[config.mk]
export PLATFORM = sky130hd
export DESIGN_NAME = lav_sqrt
export DESIGN_NICKNAME = d
export VERILOG_FILES = /design/src/hdl/lav_pkg.sv /design/src/hdl/lav_sqrt.sv
export SDC_FILE = /design/constraint.sdc
export NUM_CORES = 2
export LEC_CHECK = 0
export BUFFER_PORTS_ARGS = -buffer_cell sky130_fd_sc_hd__buf_2
export CAP_MARGIN = 10
export CORE_MARGIN = 5
export CORE_UTILIZATION = 58
export DETAILED_ROUTE_END_ITERATION = 8
export PLACE_DENSITY = 0.77
export SYNTH_ARGS = -nofsm -noshare
export SYNTH_HDL_FRONTEND = slang
export SYNTH_SLANG_ARGS = --single-unit
[constraint.sdc]
create_clock -name clock -period 4.05 [get_ports clock]
set_clock_uncertainty 0.15 [all_clocks]
set_input_delay 0.81 -clock clock [delete_from_list [all_inputs] [get_ports clock]]
set_output_delay 0.81 -clock clock [all_outputs]
set_load 0.01 [all_outputs]
[src/hdl/lav_pkg.sv]
// shared constants and types of the look-at view matrix unit
`timescale 1ns / 1ps

package lav_pkg;

   localparam int CROSS_LAT   = 2;
   localparam int SHIFT_STEPS = 6;
   localparam int ALIGN_LAT   = SHIFT_STEPS + 2;
   localparam int SQRT_LAT    = 31;
   localparam int Q_W         = 17;
   localparam int DIV_LAT     = Q_W + 1;

   localparam int WORD_W = 32;
   localparam int RAW_W  = 65;
   localparam int MAG_W  = 30;
   localparam int SUM_W  = 2 * SQRT_LAT;
   localparam int LEN_W  = SQRT_LAT;
   localparam int ROW_W  = 18;

   localparam logic [Q_W-1:0] Q_ONE = 17'h10000;

   typedef logic [2:0][WORD_W-1:0] word_vec_type;
   typedef logic [2:0][RAW_W-1:0]  raw_vec_type;

   typedef struct packed {
      logic [2:0]             sign;
      logic [2:0][MAG_W-1:0]  mag;
      word_vec_type           val;
   } aligned_vec_type;

endpackage

[src/hdl/lav_sqrt.sv]
// pipelined integer square root, one result bit per stage
`timescale 1ns / 1ps

module lav_sqrt (
   input  logic                        clock,
   input  logic                        en,
   input  logic [lav_pkg::SUM_W-1:0]   radicand,
   output logic [lav_pkg::LEN_W-1:0]   root
);

   localparam int N  = lav_pkg::SQRT_LAT;
   localparam int XW = lav_pkg::SUM_W;
   localparam int RW = lav_pkg::LEN_W;

   logic [XW-1:0] x_ff    [N-1];
   logic [RW+1:0] rem_ff  [N];
   logic [RW-1:0] root_ff [N];

   for (genvar j = 0; j < N; j++) begin : g_stage
      logic [XW-1:0] x_cur;
      logic [RW+1:0] rem_cur;
      logic [RW-1:0] root_cur;
      logic [RW+3:0] acc;
      logic [RW+3:0] trial;

      if (j == 0) begin : g_first
         assign x_cur    = radicand;
         assign rem_cur  = '0;
         assign root_cur = '0;
      end else begin : g_next
         assign x_cur    = x_ff[j-1];
         assign rem_cur  = rem_ff[j-1];
         assign root_cur = root_ff[j-1];
      end

      assign acc   = {rem_cur, x_cur[XW-1 -: 2]};
      assign trial = {2'b00, root_cur, 2'b01};

      if (j < N - 1) begin : g_x
         always_ff @(posedge clock) begin
            if (en) begin
               x_ff[j] <= {x_cur[XW-3:0], 2'b00};
            end
         end
      end

      always_ff @(posedge clock) begin
         if (en) begin
            if (acc >= trial) begin
               rem_ff[j]  <= acc[RW+1:0] - trial[RW+1:0];
               root_ff[j] <= {root_cur[RW-2:0], 1'b1};
            end else begin
               rem_ff[j]  <= acc[RW+1:0];
               root_ff[j] <= {root_cur[RW-2:0], 1'b0};
            end
         end
      end
   end

   assign root = root_ff[N-1];

endmodule

==> results.json <==
{
  "worstSetupStartpoint": "rem_ff[0][165]",
  "cp.arrival_ps": 4410,
  "p_leak_nw": 46.8,
  "clkLatencyLatePin_ps": 870,
  "place_area_um2": 114000,
  "cp.required_ps": 4540,
  "die_x_um": 445,
  "grt_first_pass_wirelength_um": 360000,
  "crit_path_start_kind": "flop",
  "fp.dieH_um": 445,
  "core_area_um2": 188000,
  "stdcell_count": 11500,
  "drtPass1Iterations": 6,
  "track_usage": 0.228,
  "place_hpwl_um": 159000,
  "clock-sinks": 2368,
  "synth-simple-area-share": 0.101,
  "worstSetupEndpoint": "rem_ff[0][199]",
  "synthMuxAreaShare": 0.00548,
  "cp_slowest_cell": "or4b_2",
  "post_cts_buffers": 0,
  "crit_path_end_kind": "flop",
  "viasPerCell": 5.78,
  "ys_ff_latch": 2368,
  "grt_max_degree": 190,
  "async_reset_ff_frac": 0,
  "cap_violations": 0,
  "htree_levels": 4,
  "worstPathMaxFanout": 12,
  "drc": 0,
  "finalHoldViolations": 0,
  "fin_tns_setup_ps": 0,
  "initial_core_util": 0.584,
  "worst_pin_slew_ps": 1140,
  "yosysMostFrequentCell": "edfxtp_1",
  "drive_gt1_frac": 0.0795,
  "wl_per_cell_um": 19.8,
  "nets": 9437,
  "place.gp.congestion": 0.905,
  "cts_tree": "built",
  "rrSetupSlack_ps": 130,
  "clk_root_buffer_cell": "clkbuf_16",
  "hold_class": "in2reg",
  "synth_compound_area_frac": 0.0951,
  "ys.flop_type": "edfxtp_1",
  "path_clk_slew_ps": 70,
  "status": "finished, final reports clean",
  "synth.distinct_cells": 102,
  "antenna_found_initial": 2,
  "wirelength_um": 228000,
  "crit_top_cell": "a21oi_1",
  "pin_count": 95,
  "syn_area_per_cell_um2": 12.9,
  "reg2regPathDepth": 11,
  "finalCritPeriodShare": 0.967,
  "drtIter0Drc": 6002,
  "place_inst": 11000,
  "grt_pass1_vias": 65500,
  "syn_area_um2": 110000,
  "route.vias.total": 66700,
  "ir_drop_v": 0.000403,
  "syn2layout_area_growth_pct": 11.5,
  "die_area_um2": 198000,
  "final_area_um2": 123000,
  "syn-num-nets": 9100,
  "detail-route-antenna-nets": 0,
  "relSlewSlack": 0.243,
  "synth_fa_ha_area_frac": 0.0602,
  "max_freq_ghz": 0.255,
  "synth_top_area_frac": 0.646,
  "num-fill-cells": 13500,
  "crit_type": "reg2reg",
  "synth_xor_area_frac": 0.0620,
  "yosysTopAreaCell": "edfxtp_1",
  "synth.area.top_cells": "edfxtp_1 (65%), ha_1 (6.0%), xnor2_1 (3.2%), xor2_1 (3.0%), a21oi_1 (2.3%)",
  "overflow": 0,
  "ys_seq_area_frac": 0.646,
  "finalSetupViolCount": 0,
  "power_density_nw_per_um2": 567,
  "synth_edf_count": 2367,
  "synth_top_family_by_area": "simple AND/OR/NAND/NOR gates",
  "netlist_instances": 8507,
  "holdWs_ps": 158,
  "cts_made_buffers": 234,
  "synthTopCellsByCount": "edfxtp_1 (2367), inv_1 (668), nand2_1 (622), ha_1 (529), a21oi_1 (509)",
  "r2r_end": "rem_ff[0][199]",
  "clockBufferDepth": 3,
  "portBuffers": 94,
  "yosys_warnings": 0,
  "crit_chain": "ha_1 -> o21a_1 -> o21a_1 -> o21ai_0 -> a21oi_1 -> o21ai_0 -> a21oi_1 -> or2_2 -> or4b_2 -> nor2_1 -> a21oi_1",
  "finalCriticalPeriod_ps": 3920,
  "slew_viol_final": 0,
  "r2r-start": "rem_ff[0][165]",
  "max_stage_delay_ps": 750,
  "rows": 159
}
[registers in the layout (all words and copies together) (netlist names)]
register,cells
rem_ff,942
x_ff,930
root_ff,496
[per-stage QoR]
stage / util / power, mW / setup slack, ps
2_1_floorplan: - / 43.5 / 136
3_3_place_gp: 0.606 / 47.5 / -1030
3_5_place_dp: 0.607 / 47.8 / 69.9
4_1_cts: 0.651 / 69.9 / 27.5
5_1_grt: 0.651 / 73.1 / -41.9
6_report: 0.651 / 69.6 / 133
[logic make-up (layout without fill, tap and decap cells)]
logic type      Yosys count  in the layout
simple gates           2237           2237
compound gates         1693           1693
other cells               0              1
mux                      55             55
buf+inv                 847           1385
fa+ha+maj               529            529
xor+xnor                778            778
flops                  2368           2368
[worst max-delay path: cells and delay by family, from the launching register on]
family | cells | cell delay [ps]
compound gates | 7 | 1410
flops | 1 | 400
fa+ha+maj | 1 | 370
simple gates | 3 | 1340
[layer usage]
layer / vias to the layer above / track usage / routed length [µm]
met5: - / 0 / 0
met4: 0 / 0.0821 / 8240
met3: 476 / 0.0295 / 12200
met2: 2008 / 0.380 / 110000
met1: 32100 / 0.310 / 97500
li1: 32100 / - / -
[layout by cell type, fill, tap and decap left out, drive strengths merged, types with 84 or more instances in the layout]
| master | synthesis | routed |
|---|---|---|
| clkbuf | 136 | 279 |
| a21o | 238 | 238 |
| a21oi | 509 | 509 |
| xor2 | 382 | 382 |
| xnor2 | 396 | 396 |
| nand2 | 624 | 624 |
| nor3 | 202 | 202 |
| nand3 | 153 | 153 |
| or3 | 95 | 95 |
| clkinv | 1 | 105 |
| buf | 40 | 217 |
| nor2b | 84 | 84 |
| nor2 | 481 | 481 |
| o21a | 87 | 87 |
| edfxtp | 2367 | 2367 |
| nor4 | 133 | 133 |
| o21ai | 497 | 497 |
| inv | 670 | 679 |
| ha | 529 | 529 |
| nand2b | 123 | 123 |
[what timing repair did]
action / CTS / global route
hold endpoints to repair: 60 / 0
hold buffers: 60 / 0
setup endpoints to repair: 0 / 45
gates resized for setup: 0 / 16
[where the power goes]
part           total [mW]  switching, mW  internal [mW]
sequential           33.3           2.24           31.1
clock                21.8           9.32           12.5
combinational        14.4           8.25           6.14
[worst min-delay path by stage]
| stage | from | to | cells after the start |
|---|---|---|---|
| 5_1_grt | radicand[60] | rem_ff[0][0] | 3 |
| 3_5_place_dp | x_ff[0][92] | x_ff[0][154] | 0 |
| 3_3_place_gp | x_ff[0][935] | x_ff[1][37] | 0 |
| 6_report | radicand[61] | rem_ff[0][1] | 3 |
| 2_1_floorplan | x_ff[0][38] | x_ff[0][100] | 0 |
| 4_1_cts | radicand[61] | rem_ff[0][1] | 3 |
[cell type report]
cell class                      instances  area [µm²]  area share
Antenna cell                            1        2.50   0.0000204
Inverter                              671        2520      0.0206
Tap cell                             2495        3120      0.0255
Multi-Input combinational cell       5292       35800       0.292
Timing Repair Buffer                  277        2310      0.0188
Sequential cell                      2368       71100       0.580
Clock buffer                          279        6070      0.0495
Clock inverter                        158        1700      0.0139
No activity file was read; power rests on OpenSTA's default activity.
