--- src/hdl/lav_pkg.sv ---
// shared constants and types of the look-at view matrix unit
`timescale 1ns / 1ps

package lav_pkg;

   localparam int CROSS_LAT   = 2;
   localparam int SHIFT_STEPS = 6;
   localparam int ALIGN_LAT   = SHIFT_STEPS + 2;
   localparam int SQRT_LAT    = 31;
   localparam int Q_W         = 17;
   localparam int DIV_LAT     = Q_W + 1;

   localparam int WORD_W = 32;
   localparam int RAW_W  = 65;
   localparam int MAG_W  = 30;
   localparam int SUM_W  = 2 * SQRT_LAT;
   localparam int LEN_W  = SQRT_LAT;
   localparam int ROW_W  = 18;

   localparam logic [Q_W-1:0] Q_ONE = 17'h10000;

   typedef logic [2:0][WORD_W-1:0] word_vec_type;
   typedef logic [2:0][RAW_W-1:0]  raw_vec_type;

   typedef struct packed {
      logic [2:0]             sign;
      logic [2:0][MAG_W-1:0]  mag;
      word_vec_type           val;
   } aligned_vec_type;

endpackage

--- src/hdl/lav_align.sv ---
// block alignment: common shift that puts the largest magnitude at bit 29
`timescale 1ns / 1ps

module lav_align (
   input  logic                     clock,
   input  logic                     en,
   input  lav_pkg::raw_vec_type     v,
   output lav_pkg::aligned_vec_type aligned
);

   localparam int STEPS = lav_pkg::SHIFT_STEPS;
   localparam int MW    = lav_pkg::MAG_W;

   logic [2:0][63:0] mag_in;
   logic [2:0][63:0] mag_ff;
   logic [2:0]       sign_ff;
   logic [2:0][63:0] step_mag_ff  [STEPS];
   logic [2:0]       step_sign_ff [STEPS];
   lav_pkg::aligned_vec_type out_ff;

   always_comb begin
      for (int i = 0; i < 3; i++) begin
         mag_in[i] = v[i][64] ? (~v[i][63:0] + 64'd1) : v[i][63:0];
      end
   end

   always_ff @(posedge clock) begin
      if (en) begin
         mag_ff <= mag_in;
         for (int i = 0; i < 3; i++) begin
            sign_ff[i] <= v[i][64];
         end
      end
   end

   // the or of the magnitudes has the same leading one as their maximum
   for (genvar j = 0; j < STEPS; j++) begin : g_step
      localparam int SH = 1 << (STEPS - 1 - j);
      logic [2:0][63:0] cur;
      logic [2:0]       cur_sign;
      logic [63:0]      lead;

      if (j == 0) begin : g_first
         assign cur      = mag_ff;
         assign cur_sign = sign_ff;
      end else begin : g_next
         assign cur      = step_mag_ff[j-1];
         assign cur_sign = step_sign_ff[j-1];
      end

      assign lead = cur[0] | cur[1] | cur[2];

      always_ff @(posedge clock) begin
         if (en) begin
            step_sign_ff[j] <= cur_sign;
            for (int i = 0; i < 3; i++) begin
               step_mag_ff[j][i] <= (lead[63 -: SH] == '0) ? (cur[i] << SH) : cur[i];
            end
         end
      end
   end

   always_ff @(posedge clock) begin
      if (en) begin
         out_ff.sign <= step_sign_ff[STEPS-1];
         for (int i = 0; i < 3; i++) begin
            out_ff.mag[i] <= step_mag_ff[STEPS-1][i][63 -: MW];
            out_ff.val[i] <= step_sign_ff[STEPS-1][i] ?
                             -{2'b00, step_mag_ff[STEPS-1][i][63 -: MW]} :
                             {2'b00, step_mag_ff[STEPS-1][i][63 -: MW]};
         end
      end
   end

   assign aligned = out_ff;

endmodule

--- config.mk ---
export PLATFORM = sky130hd
export DESIGN_NAME = lav_align
export DESIGN_NICKNAME = d
export VERILOG_FILES = /design/src/hdl/lav_pkg.sv /design/src/hdl/lav_align.sv
export SDC_FILE = /design/constraint.sdc
export NUM_CORES = 1
export LEC_CHECK = 0
export BUFFER_PORTS_ARGS = -buffer_cell sky130_fd_sc_hd__buf_2
export CAP_MARGIN = 20
export CORE_MARGIN = 5
export CORE_UTILIZATION = 30
export DETAILED_ROUTE_END_ITERATION = 8
export GPL_ROUTABILITY_DRIVEN = 0
export RECOVER_POWER = 100
export SYNTH_ARGS = -nofsm -noshare
export SYNTH_HDL_FRONTEND = slang
export SYNTH_SLANG_ARGS = --single-unit
--- constraint.sdc ---
create_clock -name clock -period 5.6 [get_ports clock]
set_input_delay 0.28 -clock clock [delete_from_list [all_inputs] [get_ports clock]]
set_output_delay 0.28 -clock clock [all_outputs]
set_load 0.1 [all_outputs]
==> impl_metrics.toml <==
[outcome]
status = "complete, but fails checks"
violations = "max-capacitance violations, max-slew violations"

[power_and_ir_drop]
clkPwrFrac_pct = 36.8
switchingPower_uw = 4990
switching_share_pct = 25.2
p_int_uw = 14800
cellPowerDensity_nw_per_um2 = 348
p_seq_share_pct = 53.0
p_leak_uw = 0.0192
ir_drop_mv = 0.233
power_frac_comb_pct = 10.2
total_power_uw = 19800

[logic_synthesis]
synth_compound_area_share_pct = 6.69
synth_top_family_by_area = "multiplexers"
synthAdderAreaFrac_pct = 0.159
synth-seq-cells = 1110
synthSimpleGateAreaFrac_pct = 6.15
seq_area_frac_synth_pct = 70.5
yosys.area.top_type_share_pct = 70.5
synth_xor_area_share_pct = 5.00
synth_common_cells = "edfxtp_1 (1110), mux2_2 (435), xnor2_1 (262)"
synth-edff-count = 1110
ys_top_cells_by_area = "edfxtp_1 (70%), mux2_2 (10%), xnor2_1 (4.9%), a21o_1 (3.0%), o31ai_1 (1.3%)"
synth_fp_nets = 3080
syn_inst = 2877
ys_async_sr_fraction_pct = 0
avgSynthCellArea_um2 = 16.4
ys.flop_type = "edfxtp_1"
syn_area_um2 = 47300
yosysMostFrequentCell = "edfxtp_1"
yosysWarnings = 0
synth.mux.area_fraction_pct = 10.4
ys_types = 50
netlist.top_cell.by_area = "edfxtp_1"

[setup_path]
ff2ff_setup_slack_ns = 1.25
crit_chain = "nor4_1 -> nand4_1 -> nor3_1 -> clkbuf_2 -> mux2_2"
path_max_fanout = 69
crit_type = "flip-flop to flip-flop"
crit_required_ns = 6.04
cp_slowest_stage_delay_ns = 1.35
arrival_ns = 4.79
crit_slowest_cell = "clkbuf_2"
startpoint = "step_mag_ff[0][125]$_DFFE_PP_"
r2r_cells = 5
rr_startpoint = "step_mag_ff[0][125]$_DFFE_PP_"
start_kind = "flip-flop"
r2r_end = "step_mag_ff[1][165]$_DFFE_PP_"
cp-end-kind = "flip-flop"
cp-endpoint = "step_mag_ff[1][165]$_DFFE_PP_"

[floorplan]
die_w_um = 407
initial_core_util_pct = 30.2
rows = 145
fp.dieH_um = 407
ios = 386
core_um2 = 157000
die_area_um2 = 166000

[timing]
period_share_pct = 77.7
hold_viol_final = 0
fmax_ghz = 0.230
finalCriticalPeriod_ns = 4.35
grt_setup_unrepaired = "false"
slew_violations = 1718
skew_ns = 0.0275
fin_hold_ws_ns = 0.0649
tns_ns = 0
slew_headroom_pct = -175
tightest_slew_ns = 4.13
setup_viol = 0

[clock_tree]
clk_pin_slew_ns = 0.06
postCtsHoldBufs = 208
cts_inserted_buffers = 112
clkSinkCount = 1110
cts_resized = 0
clock_latency_ns = 0.71
cts_tree = "done"
cts_htree_levels = 3
cts_post_setup_buffers_inserted = 0
cts-root-buf = "clkbuf_16"
cts_max_path_buffers = 3

[placement]
hpwl_um = 89800
port_buffers = 385
dpl_cell_area_um2 = 51600

[finish]
nets = 3692
multi_input_area_um2 = 13300
syn2layout_area_growth_pct = 20.1
regArea_um2 = 33300
fillers = 14800
drive_above_1_share_pct = 21.4
finish.utilization_pct = 36.3
fin_area_um2 = 56800

[global_route]
grt_pass1_vias = 27000
antenna_found_initial = 10
grt_first_pass_wirelength_um = 180000
gr-total-overflow = 0
grt.total_usage_pct = 14.5
grt_max_degree = 172

[drt]
ant_nets = 0
drc = 0
drt-vias-per-instance = 4.71
drt-wirelength-per-cell_um = 21.8
drtPass1Iterations = 5
vias = 26600
wirelength_um = 123000
drt-initial-drc-count = 2194

[run]
maxCapViolations = 21

[min_path]
hold_path_class = "primary input to flip-flop"
==> cell usage in the layout (no fill, tap or decap), drive strengths merged, types with 19 or more instances in the layout <==
cell type and n:
a21o 188, buf 193, clkbuf 354, clkinv 52, dlygate4sd3 209, edfxtp 1110
inv 19, mux2 435, nand2 85, nand3 20, nand4 24, nor2 36
nor2b 87, nor3 24, nor4 68, o21ai 82, o31ai 85, o41ai 61
or2 24, or3 57, or4 48, xnor2 262
==> power by group through the flow <==
stage	clock network [µW]	registers, µW	logic [µW]
global route	7830	10500	2140
global placement	0	10600	1910
CTS	7480	10500	2060
floorplan	0	11000	642
detailed placement	0	10600	1910
finish	7290	10500	2010
==> layout make-up <==
| cell class | count | area share (%) |
|---|---|---|
| Inverter | 16 | 0.106 |
| Multi-Input combinational cell | 1629 | 23.5 |
| Antenna cell | 11 | 0.0485 |
| Sequential cell | 1110 | 58.7 |
| Timing Repair Buffer | 620 | 6.91 |
| Clock inverter | 68 | 1.03 |
| Tap cell | 2058 | 4.53 |
| Clock buffer | 136 | 5.24 |
==> worst min path at each step <==
stage	startpoint	end	slack [ns]	cells after the start
3_3_place_gp	step_sign_ff[1][1]$_DFFE_PP_	step_sign_ff[2][1]$_DFFE_PP_	0.40	0
4_1_cts	v[7]	g_step[0].cur[7]$_DFFE_PP_	0.0001	2
6_report	v[22]	g_step[0].cur[22]$_DFFE_PP_	0.06	2
2_1_floorplan	v[0]	g_step[0].cur[0]$_DFFE_PP_	0.38	0
3_5_place_dp	step_sign_ff[4][2]$_DFFE_PP_	step_sign_ff[5][2]$_DFFE_PP_	0.40	0
5_1_grt	v[22]	g_step[0].cur[22]$_DFFE_PP_	0.01	2
==> metrics by stage <==
stage / cells / setup WS (ns)
floorplan: 2877 / 3.13
global placement: 5222 / 2.28
detailed placement: 5222 / 2.33
CTS: 5634 / 2.19
global route: 5646 / 0.974
finish: 5648 / 1.25
==> logic make-up (layout without fill, tap and decap cells) <==
family	Yosys count	count (layout)
compound gates	426	426
other cells	0	11
mux	435	435
flops	1110	1110
fa+ha+maj	6	6
xor+xnor	270	270
simple gates	492	492
buf+inv	138	840
==> registers in the layout, summed over array words and instances (netlist names) <==
register	cells
aligned	186
step_sign_ff	18
step_mag_ff	711
g_step.cur_sign	3
g_step.cur	192
==> per-layer routing <==
layer | share of wire [%] | up-vias | track usage (%)
met4 | 5.4 | 0 | 7.60
met1 | 42 | 13000 | 18.6
met3 | 4.6 | 268 | 2.13
li1 | - | 12500 | -
met5 | 0 | - | 0
met2 | 48 | 858 | 24.1
==> critical path, delay by kind of cell, from the launching register on <==
family,cells,cell delay [ns]
and+or+nand+nor,3,1.79
buffers and inverters,1,1.35
muxes,1,0.44
DFF,1,0.45
No activity file was read; power rests on OpenSTA's default activity.
