**src/hdl/lav_pkg.sv**
```systemverilog
// shared constants and types of the look-at view matrix unit
`timescale 1ns / 1ps

package lav_pkg;

   localparam int CROSS_LAT   = 2;
   localparam int SHIFT_STEPS = 6;
   localparam int ALIGN_LAT   = SHIFT_STEPS + 2;
   localparam int SQRT_LAT    = 31;
   localparam int Q_W         = 17;
   localparam int DIV_LAT     = Q_W + 1;

   localparam int WORD_W = 32;
   localparam int RAW_W  = 65;
   localparam int MAG_W  = 30;
   localparam int SUM_W  = 2 * SQRT_LAT;
   localparam int LEN_W  = SQRT_LAT;
   localparam int ROW_W  = 18;

   localparam logic [Q_W-1:0] Q_ONE = 17'h10000;

   typedef logic [2:0][WORD_W-1:0] word_vec_type;
   typedef logic [2:0][RAW_W-1:0]  raw_vec_type;

   typedef struct packed {
      logic [2:0]             sign;
      logic [2:0][MAG_W-1:0]  mag;
      word_vec_type           val;
   } aligned_vec_type;

endpackage

```
**src/hdl/lav_div.sv**
```systemverilog
// pipelined rounded divide |c| * 2^16 / len, one quotient bit per stage
`timescale 1ns / 1ps

module lav_div (
   input  logic                       clock,
   input  logic                       en,
   input  logic [lav_pkg::MAG_W-1:0]  mag,
   input  logic [lav_pkg::LEN_W-1:0]  len,
   output logic [lav_pkg::Q_W-1:0]    quot
);

   localparam int QW = lav_pkg::Q_W;
   localparam int LW = lav_pkg::LEN_W;
   localparam int NW = lav_pkg::MAG_W + QW;

   logic [NW-1:0] num_ff;
   logic [LW-1:0] len0_ff;
   logic [NW-1:0] rem_ff [QW-1];
   logic [LW-1:0] len_ff [QW-1];
   logic [QW-1:0] q_ff   [QW];

   // half the length is added for round to nearest
   always_ff @(posedge clock) begin
      if (en) begin
         num_ff  <= {1'b0, mag, 16'h0000} + {17'h00000, len[LW-1:1]};
         len0_ff <= len;
      end
   end

   for (genvar s = 0; s < QW; s++) begin : g_step
      localparam int K = QW - 1 - s;
      logic [NW-1:0] rem_cur;
      logic [LW-1:0] len_cur;
      logic [QW-1:0] q_cur;
      logic [QW-1:0] q_set;
      logic [NW:0]   den;
      logic          take;

      if (s == 0) begin : g_first
         assign rem_cur = num_ff;
         assign len_cur = len0_ff;
         assign q_cur   = '0;
      end else begin : g_next
         assign rem_cur = rem_ff[s-1];
         assign len_cur = len_ff[s-1];
         assign q_cur   = q_ff[s-1];
      end

      assign den  = 48'(len_cur) << K;
      assign take = ({1'b0, rem_cur} >= den);

      always_comb begin
         q_set    = q_cur;
         q_set[K] = take;
      end

      if (s < QW - 1) begin : g_rem
         always_ff @(posedge clock) begin
            if (en) begin
               rem_ff[s] <= take ? (rem_cur - den[NW-1:0]) : rem_cur;
               len_ff[s] <= len_cur;
            end
         end
      end

      always_ff @(posedge clock) begin
         if (en) begin
            q_ff[s] <= q_set;
         end
      end
   end

   assign quot = q_ff[QW-1];

endmodule

```
**config.mk**
```make
export PLATFORM = sky130hd
export DESIGN_NAME = lav_div
export DESIGN_NICKNAME = d
export VERILOG_FILES = /design/src/hdl/lav_pkg.sv /design/src/hdl/lav_div.sv
export SDC_FILE = /design/constraint.sdc
export NUM_CORES = 2
export LEC_CHECK = 0
export BUFFER_PORTS_ARGS = -buffer_cell sky130_fd_sc_hd__buf_2
export CORE_MARGIN = 10
export CORE_UTILIZATION = 34
export DETAILED_ROUTE_END_ITERATION = 8
export GPL_TIMING_DRIVEN = 0
export PLACE_DENSITY = 0.6
export SYNTH_ARGS = -nofsm -noshare
export SYNTH_HDL_FRONTEND = slang
export SYNTH_SLANG_ARGS = --single-unit
export TNS_END_PERCENT = 20
```
**constraint.sdc**
```tcl
create_clock -name clock -period 5.05 [get_ports clock]
set_input_delay 1.01 -clock clock [delete_from_list [all_inputs] [get_ports clock]]
set_output_delay 1.01 -clock clock [all_outputs]
set_load 0.01 [all_outputs]
```
==> run metrics <==
DIE AREA around 0.25 mm2; CP required 5580 ps; Final Power roughly 50 mW; cells on worst reg2reg path 12; clock-pin slew on the worst setup and hold paths approximately 60 ps; relative slew slack between 2 and 3%; GPL Wtd Cong roughly 0.94; worst setup path class register to register; Mapped Nets about 7700; register area share after synthesis 51.9%; Unique masters post-synth 83; clock buffer count from CTS roughly 160; pwr dens 573 mW/mm2; initial antenna violation count 0; Starting Density 34.2%; simple-gate share of the synthesized area roughly an eighth; Starting DRT DRC Count ~3300; final net count between 7000 and 8000; Hold Crit Class input pin to register; Hold Vio Cnt, Final 0; Data arrival, critical path 5560 ps; worst reg-to-reg setup slack 20 ps; Mean Syn Cell Area between 10 and 15 um2; main combinational cell family by area after synthesis compound AO/OA/AOI/OAI gates; Synth Area in Compound Gates 15.5%; HP Start len[3]; Final min period 5030 ps; nature of the critical path startpoint register; Area Growth Syn to Fin 12.9%; Post-synth ARST share 0%; CTS tree built; Top cell by count, worst path clkbuf_1; # IOs 80; Max Root-Sink Buffers 3; dpl cells approximately 10000; synthesized area 0.0767 mm2; R2R Path Start len_ff[0][16]; outcome finished clean; mux cell area share after synthesis ~1.1%; Sw Pwr ~18 mW; drt first pass iters 6; RSZ-0062 raised after global routing true; crit-path max cell delay roughly 1100 ps; Internal Pwr Total between 30 and 40 mW; WL/cell around 19 um; # DRC 0; final cell count without fillers around 10000; Routed WL between 150000 and 200000 um; Hold Path Stages 1; Worst Hold Endpoint g_step[0].rem_cur[2]; Flop pwr share a little over a third; Chip Height 495 um; final period utilization between 90% and 100%; Post-CTS Hold Fix Bufs 0; prevailing post-synth register cell edfxtp_1; Ant. Diodes 0; clock group share of total power 23.2%; share of power burned in combinational logic 40.6%; number of global-route vias before repair 55600; Worst Path Max Fanout 10; core area ~0.22 mm2; CP max-delay cell nor4_1; H-tree depth 4; worst r2r dst rem_ff[0][78]; number of synthesized flops with an enable pin between 1000 and 1500; Setup Skew approximately 67 ps; Synth Area in XOR/XNOR 6.37%; Hold WS approximately 360 ps; Detail Placement HPWL 155000 um; max_cap viols 0; clock latency on the worst-skew pair around 820 ps; #FFs+latches synth roughly 1300; port buffer count slightly below 80; clock sink total roughly 1300; Final setup viols 0; vias per std cell about 5.2; Tot GR Track Use around 16%; Max VDD drop slightly below 400 uV; Critical Path Sink Type register; pin slew with the least headroom to its limit roughly 1400 ps; CP Cell Sequence inv_1 > ha_1 > clkbuf_1 > nand3_1 > nor3_1 > nand3_1 > nor4_1 > nor3_1 > o211ai_1 > clkbuf_1 > clkbuf_1 > a21oi_1; Synth Area in Adders between 9 and 10%; first-pass GRT wire length just over 300000 um; Lkg Pwr about 34 nW; Post-DRT Antenna Nets 0; Pins Over Slew Limit 0; Rows 174; via count between 50000 and 60000; largest net degree at the start of global routing ~170; Synthesis Warnings 0; grt total ovfl 0; Syn Inst Count around 7000; DIE WIDTH a little under 500 um; layout cell share with drive strength beyond 1 roughly 6.6%; Root Driver clkbuf_16; Sw Ratio 37.3%; maximum clock frequency 199 MHz
-- routing by layer --
metal,GRT usage [%],part of all wire [%],vias to the layer above
met4,8.49,5.9,0
met5,0,0,-
met2,29.1,51,1232
met3,2.20,3.4,485
li1,-,-,26800
met1,17.2,39,26100
-- sequential cells by signal, summed over array words and instances (netlist names) --
| name | cells |
|---|---|
| g_step.rem_cur | 47 |
| len_ff | 496 |
| q_ff | 153 |
| g_step.len_cur | 15 |
| rem_ff | 616 |
-- per-stage QoR --
step	setup slack (ps)	utilization, %	TNS (ps)	area, um2
global route	-21.6	38.5	-32.3	86600
finish	16.7	38.5	0	86600
global placement	-17730	36.0	-	80900
floorplan	1320	-	0	76700
detailed placement	-779	36.1	-49260	81200
CTS	4.57	38.5	0	86600
-- power by group through the flow --
stage               Combinational [mW]  Clock, mW  Sequential, mW
global placement                  19.7          0            18.6
finish                            20.2       11.5            17.9
floorplan                         15.2          0            17.2
detailed placement                19.9          0            18.1
global route                      22.5       12.4            18.2
CTS                               20.1       11.9            17.9
-- area by class of cell --
class / count / area (um2)
Sequential cell: 1327 / 39800
Clock buffer: 184 / 4050
Fill cell: 21800 / 138000
Inverter: 640 / 2400
Tap cell: 2992 / 3740
Timing Repair Buffer: 94 / 707
Clock inverter: 111 / 1280
Buffer: 183 / 731
Multi-Input combinational cell: 4956 / 33800
-- cells in the mapped netlist (all sizes together) (18+ instances only) --
| cell type | instances | share of area, % |
|---|---|---|
| a211o | 21 | 0.24 |
| a211oi | 54 | 0.53 |
| a21o | 284 | 2.8 |
| a21oi | 565 | 3.7 |
| a31oi | 55 | 0.45 |
| and2 | 32 | 0.26 |
| and3 | 56 | 0.46 |
| and4 | 28 | 0.32 |
| clkbuf | 169 | 0.83 |
| edfxtp | 1327 | 52 |
| ha | 541 | 8.8 |
| inv | 640 | 3.1 |
| mux2 | 65 | 0.95 |
| nand2 | 603 | 2.9 |
| nand2b | 79 | 0.64 |
| nand3 | 137 | 0.89 |
| nand4 | 119 | 0.97 |
| nor2 | 389 | 1.9 |
| nor2b | 66 | 0.54 |
| nor3 | 100 | 0.65 |
| nor4 | 74 | 0.61 |
| nor4b | 27 | 0.31 |
| o211ai | 39 | 0.38 |
| o21a | 69 | 0.68 |
| o21ai | 542 | 3.5 |
| o21bai | 56 | 0.55 |
| o31a | 18 | 0.21 |
| o31ai | 48 | 0.47 |
| or2 | 23 | 0.19 |
| or3 | 45 | 0.37 |
| xnor2 | 308 | 3.5 |
| xor2 | 249 | 2.8 |
-- cell families after synthesis --
family | count (synthesis)
compound gates | 1923
xor+xnor | 557
fa+ha+maj | 558
simple gates | 1843
mux | 75
buf+inv | 826
flops | 1327
-- how the worst max path moves through the flow --
stage | start | cells past startpoint | endpoint
finish | len_ff[0][16] | 12 | rem_ff[0][78]
global route | len_ff[0][196] | 14 | rem_ff[0][338]
CTS | rem_ff[1][81] | 12 | rem_ff[1][123]
detailed placement | len_ff[1][188] | 13 | rem_ff[1][332]
global placement | en | 1 | q_ff[2][5]
floorplan | len_ff[0][136] | 14 | rem_ff[0][247]
-- critical path: cells and delay by family, from the launching register on --
family / cells / cell delay, ps
flops: 1 / 370
fa+ha+maj: 1 / 270
compound gates: 2 / 440
simple gates: 5 / 2140
buf+inv: 4 / 1530
-- layout by cell type, fill, tap and decap left out, types with 69 or more instances in the layout --
master,Yosys,layout
edfxtp_1,1327,1327
inv_1,640,640
nand2_1,603,603
a21oi_1,565,563
ha_1,541,541
o21ai_0,539,539
nor2_1,389,388
xnor2_1,307,307
a21o_1,284,284
xor2_1,249,249
clkbuf_1,168,178
clkbuf_16,0,158
nand3_1,137,137
nand4_1,119,119
nor3_1,100,100
buf_2,8,86
nand2b_1,79,79
nor4_1,73,72
o21a_1,69,69
-- timing repair --
action,in CTS,in global routing
buffers inserted,1,3
gates resized for setup,17,12
pin swaps,1,1
setup endpoints to repair,187,117
Note: power is estimated with default switching activity, not from simulation.
